$ cat src/rtl/core/idnc_pkg.sv
`default_nettype none
package idnc_pkg;

	localparam int unsigned NAME_LIMIT = 64;
	localparam int unsigned LOCAL_LEN  = 9;

	typedef enum logic [1:0] {
		ST_NUMERIC = 2'd0,
		ST_LOCAL   = 2'd1,
		ST_LOOKUP  = 2'd2,
		ST_INVALID = 2'd3
	} status_t;

	typedef struct packed {
		status_t    status;
		logic [7:0] octet0;
		logic [7:0] octet1;
		logic [7:0] octet2;
		logic [7:0] octet3;
	} result_t;

	localparam logic [7:0] CH_NUL  = 8'h00;
	localparam logic [7:0] CH_DOT  = 8'h2e;
	localparam logic [7:0] CH_ZERO = 8'h30;
	localparam logic [7:0] CH_NINE = 8'h39;
	localparam logic [7:0] OCT_MAX = 8'd255;
	localparam logic [7:0] LOOPBACK_HI = 8'd127;
	localparam logic [7:0] LOOPBACK_LO = 8'd1;

	// "localhost", one character per position
	function automatic logic [7:0] local_char(input logic [3:0] idx);
		logic [7:0] c;
		unique case (idx)
			4'd0:    c = 8'h6c;
			4'd1:    c = 8'h6f;
			4'd2:    c = 8'h63;
			4'd3:    c = 8'h61;
			4'd4:    c = 8'h6c;
			4'd5:    c = 8'h68;
			4'd6:    c = 8'h6f;
			4'd7:    c = 8'h73;
			4'd8:    c = 8'h74;
			default: c = 8'h00;
		endcase
		return c;
	endfunction

endpackage
`default_nettype wire

$ cat src/rtl/core/idnc_scan.sv
`default_nettype none
module idnc_scan (
	input  wire                   clk,
	input  wire                   arst_n,
	input  wire                   step,
	input  wire  [7:0]            ch,
	output idnc_pkg::result_t     result
);

	logic [7:0] acc_q;
	logic [1:0] dot_q;
	logic [7:0] store0_q, store1_q, store2_q;
	logic       num_q;
	logic       inv_q;
	logic [7:0] cnt_q;
	logic       lh_q;

	logic       is_term;
	logic       is_digit;
	logic       is_dot;
	logic [3:0] digit;
	logic [11:0] acc_x10;
	logic       lh_hit;
	logic       scan_on;

	assign is_term  = (ch == idnc_pkg::CH_NUL);
	assign is_digit = (ch >= idnc_pkg::CH_ZERO) && (ch <= idnc_pkg::CH_NINE);
	assign is_dot   = (ch == idnc_pkg::CH_DOT);
	assign digit    = 4'(ch - idnc_pkg::CH_ZERO);
	assign acc_x10  = {1'b0, acc_q, 3'b000} + {3'b000, acc_q, 1'b0} + {8'h00, digit};
	assign lh_hit   = (cnt_q < 8'(idnc_pkg::LOCAL_LEN)) &&
	                  (idnc_pkg::local_char(cnt_q[3:0]) == ch);
	assign scan_on  = num_q && !inv_q;

	always_ff @(posedge clk or negedge arst_n) begin
		if (!arst_n) begin
			acc_q <= '0;
			dot_q <= '0;
			num_q <= 1'b1;
			inv_q <= 1'b0;
			cnt_q <= '0;
			lh_q  <= 1'b1;
		end else if (step) begin
			if (is_term) begin
				acc_q <= '0;
				dot_q <= '0;
				num_q <= 1'b1;
				inv_q <= 1'b0;
				cnt_q <= '0;
				lh_q  <= 1'b1;
			end else begin
				if (lh_q && !lh_hit)
					lh_q <= 1'b0;
				if (cnt_q != idnc_pkg::OCT_MAX)
					cnt_q <= cnt_q + 8'd1;
				if (scan_on) begin
					if (is_digit) begin
						if (acc_x10 > 12'd255)
							inv_q <= 1'b1;
						else
							acc_q <= acc_x10[7:0];
					end else if (is_dot) begin
						if (dot_q == 2'd3) begin
							inv_q <= 1'b1;
						end else begin
							acc_q <= '0;
							dot_q <= dot_q + 2'd1;
						end
					end else begin
						num_q <= 1'b0;
					end
				end
			end
		end
	end

	// closed octets, rewritten for every name before they are used
	always_ff @(posedge clk) begin
		if (step && !is_term && scan_on && !is_digit && is_dot) begin
			case (dot_q)
				2'd0:    store0_q <= acc_q;
				2'd1:    store1_q <= acc_q;
				2'd2:    store2_q <= acc_q;
				default: ;
			endcase
		end
	end

	always_comb begin
		result = '0;
		if (cnt_q == 8'd0) begin
			result.status = idnc_pkg::ST_INVALID;
		end else if (lh_q && cnt_q == 8'(idnc_pkg::LOCAL_LEN)) begin
			result.status = idnc_pkg::ST_LOCAL;
			result.octet0 = idnc_pkg::LOOPBACK_HI;
			result.octet3 = idnc_pkg::LOOPBACK_LO;
		end else if (inv_q) begin
			result.status = idnc_pkg::ST_INVALID;
		end else if (num_q && dot_q == 2'd3) begin
			result.status = idnc_pkg::ST_NUMERIC;
			result.octet0 = store0_q;
			result.octet1 = store1_q;
			result.octet2 = store2_q;
			result.octet3 = acc_q;
		end else if (cnt_q > 8'(idnc_pkg::NAME_LIMIT)) begin
			result.status = idnc_pkg::ST_INVALID;
		end else begin
			result.status = idnc_pkg::ST_LOOKUP;
		end
	end

endmodule
`default_nettype wire

$ cat src/rtl/core/ipv4_dotted_name_classifier.sv
// Host name classifier.
// Input channel (in_valid, in_stall, ch): one character per item, a zero
// character ends the name. Output channel (out_valid, out_stall, status,
// octet0..octet3): one item per name, produced by its terminator; no item
// for other characters. Status 0 is a dotted numeric address, 1 the name
// "localhost" (127.0.0.1), 2 a name that needs a lookup, 3 invalid.
// Octets are zero for status 2 and 3.
// Throughput: one character per cycle while in_stall is low and no
// terminator waits on a stalled output. A character waits in a two-entry
// input buffer and is folded into the scan state at the edge where it
// leaves the buffer; the result is loaded into the output register, and
// out_valid is set, at the edge where the terminator leaves the buffer.
// A stalled output holds its item; characters keep flowing while the result
// waits, and only a terminator waits behind it. in_stall rises once the
// input buffer holds two characters.
// Reset clears the buffer, the scan state and the output valid, so the
// block starts at the beginning of a name.
`default_nettype none
module ipv4_dotted_name_classifier (
	input  wire        clk,
	input  wire        arst_n,
	input  wire        in_valid,
	output logic       in_stall,
	input  wire  [7:0] ch,
	output logic       out_valid,
	input  wire        out_stall,
	output logic [1:0] status,
	output logic [7:0] octet0,
	output logic [7:0] octet1,
	output logic [7:0] octet2,
	output logic [7:0] octet3
);

	logic [7:0] buf0_q, buf1_q;
	logic [1:0] fill_q;
	logic       push, pop, head_term, out_free, can_go;
	idnc_pkg::result_t res;
	idnc_pkg::result_t out_q;
	logic       out_valid_q;

	assign in_stall  = (fill_q == 2'd2);
	assign push      = in_valid && !in_stall;
	assign head_term = (buf0_q == idnc_pkg::CH_NUL);
	assign out_free  = !out_valid_q || !out_stall;
	assign can_go    = !head_term || out_free;
	assign pop       = (fill_q != 2'd0) && can_go;

	always_ff @(posedge clk or negedge arst_n) begin
		if (!arst_n) begin
			fill_q <= '0;
		end else begin
			case ({push, pop})
				2'b10:   fill_q <= fill_q + 2'd1;
				2'b01:   fill_q <= fill_q - 2'd1;
				default: ;
			endcase
		end
	end

	always_ff @(posedge clk) begin
		if (push && pop) begin
			if (fill_q == 2'd1)
				buf0_q <= ch;
			else
				buf0_q <= buf1_q;
			if (fill_q == 2'd2)
				buf1_q <= ch;
		end else if (pop) begin
			buf0_q <= buf1_q;
		end else if (push) begin
			if (fill_q == 2'd0)
				buf0_q <= ch;
			else
				buf1_q <= ch;
		end
	end

	idnc_scan u_scan (
		.clk    (clk),
		.arst_n (arst_n),
		.step   (pop),
		.ch     (buf0_q),
		.result (res)
	);

	always_ff @(posedge clk or negedge arst_n) begin
		if (!arst_n)
			out_valid_q <= 1'b0;
		else if (pop && head_term)
			out_valid_q <= 1'b1;
		else if (!out_stall)
			out_valid_q <= 1'b0;
	end

	always_ff @(posedge clk) begin
		if (pop && head_term)
			out_q <= res;
	end

	assign out_valid = out_valid_q;
	assign status    = out_q.status;
	assign octet0    = out_q.octet0;
	assign octet1    = out_q.octet1;
	assign octet2    = out_q.octet2;
	assign octet3    = out_q.octet3;

endmodule
`default_nettype wire

$ cat config.mk
export PLATFORM = sky130hd
export DESIGN_NAME = ipv4_dotted_name_classifier
export DESIGN_NICKNAME = d
export VERILOG_FILES = /design/src/rtl/core/idnc_pkg.sv /design/src/rtl/core/idnc_scan.sv /design/src/rtl/core/ipv4_dotted_name_classifier.sv
export SDC_FILE = /design/constraint.sdc
export NUM_CORES = 1
export LEC_CHECK = 0
export BUFFER_PORTS_ARGS = -buffer_cell sky130_fd_sc_hd__buf_2
export CORE_ASPECT_RATIO = 0.75
export CORE_UTILIZATION = 59
export DETAILED_ROUTE_END_ITERATION = 16
export GPL_TIMING_DRIVEN = 0
export PLACE_DENSITY = 0.87
export SLEW_MARGIN = 25
export SYNTH_ARGS = -nofsm -noshare
export SYNTH_HDL_FRONTEND = slang
export SYNTH_SLANG_ARGS = --single-unit
$ cat constraint.sdc
create_clock -name clk -period 4.75 [get_ports clk]
set_clock_uncertainty 0.15 [all_clocks]
set_input_delay 0.95 -clock clk [delete_from_list [all_inputs] [get_ports clk]]
set_output_delay 0.95 -clock clk [all_outputs]
set_load 0.01 [all_outputs]
After elaboration in Yosys (flattened, before gate mapping)
Memory sizes are Yosys's and may differ from the RTL's.
Index checks and enable logic that the tools add are counted.
W data, S select, Z words.
{ "word_totals": {"reg_bits": 98, "latch_bits": 0, "ram_bits": 0, "romBits": 112, "input_bits": 12, "out_inout_bits": 36, "n_memories": 1} }
{ "classes": {"addsub": 7, "mul": 0, "n_div": 0, "n_lt_le_gt_ge": 5, "eq_ne": 21, "n_shift": 0, "muxes": 45, "bitwise": 1, "reduce_logical": 51} }
{ "memory_table": {"columns": ["memory", "words", "word_bits", "read_ports", "rd_ports_with_merged_regs", "write_ports", "line_no", "text"], "rows": [
  ["(name not given)", 16, 7, 1, 0, 0, "idnc_pkg.sv:33", "unique case (idx)"]
]} }
{ "op_table": {"columns": ["op", "n"], "rows": [
  ["$mux W8", 18],
  ["$mux W32", 2],
  ["$logic_not A8 Y1", 2],
  ["$mux W1", 16],
  ["$reduce_and A5 Y1", 3],
  ["$logic_and A1 B1 Y1", 14],
  ["$mux W2", 7],
  ["$reduce_bool A2 Y1", 7],
  ["$add A11 B9 Y12", 1],
  ["$add A12 B4 Y12", 1],
  ["$gt A12 B8 Y1 const B", 1],
  ["$reduce_and A2 Y1", 6],
  ["$reduce_bool A3 Y1", 4],
  ["$mux W10", 1],
  ["$ne A2 B2 Y1 const B", 5],
  ["$add A8 B1 Y8 const B", 1],
  ["$eq A2 B2 Y1 const B", 4],
  ["$eq A8 B4 Y1 const B", 1],
  ["$eq A8 B6 Y1 const B", 1],
  ["$eq A8 B8 Y1", 1],
  ["$ge A8 B6 Y1 const B", 1],
  ["$gt A8 B7 Y1 const B", 1],
  ["$le A8 B6 Y1 const B", 1],
  ["$lt A8 B4 Y1 const B", 1],
  ["other kinds (16)", 30]
]} }

Depth between registers and ports, before layout
{ "logic_depth": {"word_depth": 9, "depth_mapped": 11, "mapped_depth_nobuf": 10} }

Modules after synthesis
Synthesis repeated with hierarchy kept, for this count alone.
{ "hier_totals": {"cells_unflattened": 423, "hier_area_um2": 5119.9} }
{ "modules_own_cells": {"columns": ["module", "instances", "cells_each", "area_per_inst_um2", "seq_area_each_um2"], "rows": [
  ["idnc_scan", 1, 281, 2866.5, 1248.7],
  ["ipv4_dotted_name_classifier", 1, 142, 2253.4, 1576.5]
]} }

Worst setup path before layout
OpenSTA, ideal clock, no wires.
{ "synth_path": {"path_kind": "input to register", "startpoint": "in out_stall", "endpoint": "reg out_q, in the netlist octet0[0], enable pin", "t_arrival_ns": 2.942, "setup_slack_ns": 1.224, "path_stages": 3, "path_cell_list": "a41o_1 -> clkbuf_1 -> nor2_1"} }
{ "synth_between": {"elab_chain_len": 5} }
{ "synth_rtl": {"columns": ["element", "line_no", "text"], "rows": [
  ["start: declaration", "ipv4_dotted_name_classifier.sv:26", "input wire out_stall,"],
  ["$logic_not A1 Y1", null, null],
  ["$logic_or A1 B1 Y1", "ipv4_dotted_name_classifier.sv:44", "assign out_free = !out_valid_q || !out_stall;"],
  ["$logic_or A1 B1 Y1", "ipv4_dotted_name_classifier.sv:45", "assign can_go = !head_term || out_free;"],
  ["$logic_and A1 B1 Y1", "ipv4_dotted_name_classifier.sv:46", "assign pop = (fill_q != 2'd0) && can_go;"],
  ["$logic_and A1 B1 Y1", "ipv4_dotted_name_classifier.sv:96", "if (pop && head_term)"],
  ["end signal: assignment", "ipv4_dotted_name_classifier.sv:97", "out_q <= res;"],
  ["end: declaration", "ipv4_dotted_name_classifier.sv:38", "idnc_pkg::result_t out_q;"]
]} }
No other way between the ends.
A chain may end at the register's enable or synchronous reset.

Worst setup path in the final report
{ "layout_path": {"startpoint": "reg buf0_q[0]", "endpoint": "reg buf0_q[7] (data pin)"} }
{ "layout_between": {"elab_chain_len": 6, "word_cells_on_any_way": 7, "cone_classes": "mux: 2; reduce/logical: 5"} }
{ "layout_rtl": {"columns": ["element", "line_no", "text"], "rows": [
  ["start: declaration", "ipv4_dotted_name_classifier.sv:34", "logic [7:0] buf0_q, buf1_q;"],
  ["start signal: assignment", "ipv4_dotted_name_classifier.sv:63", "buf0_q <= ch;"],
  ["start signal: assignment", "ipv4_dotted_name_classifier.sv:65", "buf0_q <= buf1_q;"],
  ["start signal: assignment", "ipv4_dotted_name_classifier.sv:69", "buf0_q <= buf1_q;"],
  ["$logic_not A8 Y1 *", "ipv4_dotted_name_classifier.sv:43", "assign head_term = (buf0_q == idnc_pkg::CH_NUL);"],
  ["$logic_not A1 Y1 *", "ipv4_dotted_name_classifier.sv:45", null],
  ["$logic_or A1 B1 Y1 *", "ipv4_dotted_name_classifier.sv:45", null],
  ["$logic_and A1 B1 Y1 *", "ipv4_dotted_name_classifier.sv:46", null],
  ["$mux W8 / $logic_and A1 B1 Y1 (equally long branches)", "ipv4_dotted_name_classifier.sv:68, ipv4_dotted_name_classifier.sv:61", null],
  ["$mux W8 *", "ipv4_dotted_name_classifier.sv:61", "if (push && pop) begin"]
]} }
Every way passes the cells marked *; elsewhere a longest branch is shown, timed or not.

==> out/metrics.cfg <==
[critical_path]
start_kind = flip-flop
worstPathArrival_ns = 3.70
reg2reg_from = buf0_q[0]
crit_fanout = 8
crit_start = buf0_q[0]
setup.worst_path.end_class = flip-flop
crit_type = reg -> reg
cp.required_ns = 4.72

[route]
wl_um = 8720
routedWlPerCell_um = 16.0
drtIter0Drc = 268
wl_met1_um = 4120
drc = 0
ant_nets = 0
met2WireLength_um = 4000
top_layer_used = met4
num_vias = 3156
wl_met3_um = 495
vias_per_cell = 5.78
dr.pass1.iters = 5

[placement]
post_dp_cell_area_um2 = 5160
hpwl_um = 6190
port_buffers = 47
preCtsSetupSlack_ns = 1.11
gp_congestion = 0.873
dp_cells = 530

[pwr]
intPower_mw = 1.57
power_frac_comb_pct = 26.4
switchingPower_mw = 0.801
peakVddDrop_mv = 0.374
p_sw_share_pct = 33.8
p_per_area_nw_per_um2 = 441
pwr-share-clk_pct = 24.0
seqPwrFrac_pct = 49.5
leakage_nw = 2.17
power.total_mw = 2.37

[final_layout]
stdcell_count = 546
layout-drive-gt1-share_pct = 18.9
nets = 483
finish.utilization_pct = 71.1
layout_commonest_cell = edfxtp_1
synthToLayoutAreaGrowth_pct = 13.0
fin_area_um2 = 5380
n_antenna_cell = 0
final_cell_mix = edfxtp_1, buf_2, ha_1

[synth]
synthCells = 380
ys_ff_latch = 98
seq_area_frac_synth_pct = 59.3
yosysTopAreaCell = edfxtp_1
yosysUniqueCellTypes = 53
avgSynthCellArea_um2 = 12.5
synthesis.area_um2 = 4760
ys.flop_type = edfxtp_1
synth-async-reset-ratio_pct = 24.5
synth_edf_count = 74
syn-num-nets = 423
synth_warnings = 0
synth_top_area_share_pct = 46.7
synth_area_leaders = edfxtp_1, dfrtp_1, ha_1

[sta]
fin_crit_sh_pct = 78.5
worst_pin_slew_ns = 0.844
hold_viol = 0
tns_ns = 0
hold-worst-slack_ns = 0.368
setup_viol = 0
worst_slack_ns = 1.02
fmax_mhz = 268
rsz0062_at_grt = false
slew_headroom_pct = 42.1
fin_crit_ns = 3.73
slew_viol_final = 0

[run]
cap_violations = 0

[min_path]
hp-start = fill_q[0]
hp-class = reg -> reg

[cts]
clk_pin_slew_ns = 0.10
cts_tree = done
cts-resized-gates = 0
htree_levels = 3
cts-root-buf = clkbuf_8
clockBufferDepth = 2
numCtsBuffers = 9
clock_latency_ns = 0.36
hold_buffers = 0
post-cts-setup-buffers = 0
clock-sinks = 98

[floorplanning]
fp.dieH_um = 79.8
die_area_um2 = 8440
core_um2 = 7570
row_count = 27
num_io_pins = 48
start_util_pct = 62.9
die_x_um = 106

[grt]
grt_pass1_vias = 2925
grt_pass1_wl_um = 14100
grt_use_total_pct = 22.1
grt_overflow = 0
grt_start_max_net_pins = 30
antenna_found_initial = 0

[status]
status = finished, final reports clean

[path summary, 6_finish.rpt]
| kind | end | slack, ns | cells after the start |
|---|---|---|---|
| min in group asynchronous | u_scan.cnt_q[2] | 0.42 | 1 |
| setup reg to reg | buf0_q[7] | 1.02 | 7 |
| setup / recovery | buf0_q[7] | 1.02 | 7 |
| max in group asynchronous | u_scan.num_q | 3.65 | 1 |
| hold / removal | fill_q[0] | 0.37 | 1 |
| hold reg to reg | fill_q[0] | 0.37 | 1 |
[cells by family after synthesis]
kind of cell	Yosys count	share of synthesized area [%]
and+or+nand+nor	117	13.7
adders and majority gates	31	8.46
buffers and inverters	36	2.94
AOI/OAI and AO/OA	68	9.33
muxes	17	3.81
DFF	98	59.3
xor gates and xnor gates	13	2.39
[metal layers]
layer	vias to the layer above	track usage [%]
met3	12	4.49
met1	1530	30.7
met5	-	0
met2	118	35.3
met4	0	7.08
li1	1496	-
[critical path, stage by stage, from the launching register on]
cell and delay [ns]:
edfxtp_1 0.51, nor4_2 0.57, a41o_1 0.25, clkbuf_1 0.38, inv_1 0.24, ha_1 0.30, mux2i_1 0.67, mux2_2 0.42
[state kept, by name (all words and copies together), names as in the netlist]
name / flops
octet3: 8
u_scan.dot_q: 2
buf0_q: 8
octet1: 8
u_scan.num_q: 1
octet2: 8
u_scan.store1_q: 8
status: 2
fill_q: 2
u_scan.lh_q: 1
u_scan.store0_q: 8
out_valid: 1
u_scan.store2_q: 8
buf1_q: 8
octet0: 8
u_scan.inv_q: 1
u_scan.cnt_q: 8
u_scan.acc_q: 8
[power by group through the flow]
stage          Clock [mW]  Sequential, mW  Combinational (mW)
2_1_floorplan           0            1.16               0.483
3_3_place_gp            0            1.18               0.583
3_5_place_dp            0            1.19               0.620
4_1_cts             0.577            1.17               0.623
5_1_grt             0.608            1.19               0.713
6_report            0.570            1.18               0.627
[cell type report]
type	count	area, µm²
clock buffer	9	124
inverter	26	97.6
tap	101	126
clock inverter	7	93.8
buffer	10	42.5
sequential	98	2830
fill	527	2190
timing repair buffer	49	268
multi-input combinational	246	1800
[synth_stat cells (all sizes together), types with 3 or more instances]
cell	instances
edfxtp	74
ha	29
and2	27
inv	26
nand2	25
dfrtp	22
nor2	21
a21oi	19
o21ai	18
o211ai	10
mux2	9
mux2i	8
o21a	8
xor2	8
clkbuf	7
nand3	7
nand4	5
xnor2	5
nor2b	4
nor3	4
nor4	4
a21o	3
and3	3
buf	3
nand2b	3
or3	3
Note: power is estimated with default switching activity, not from simulation.
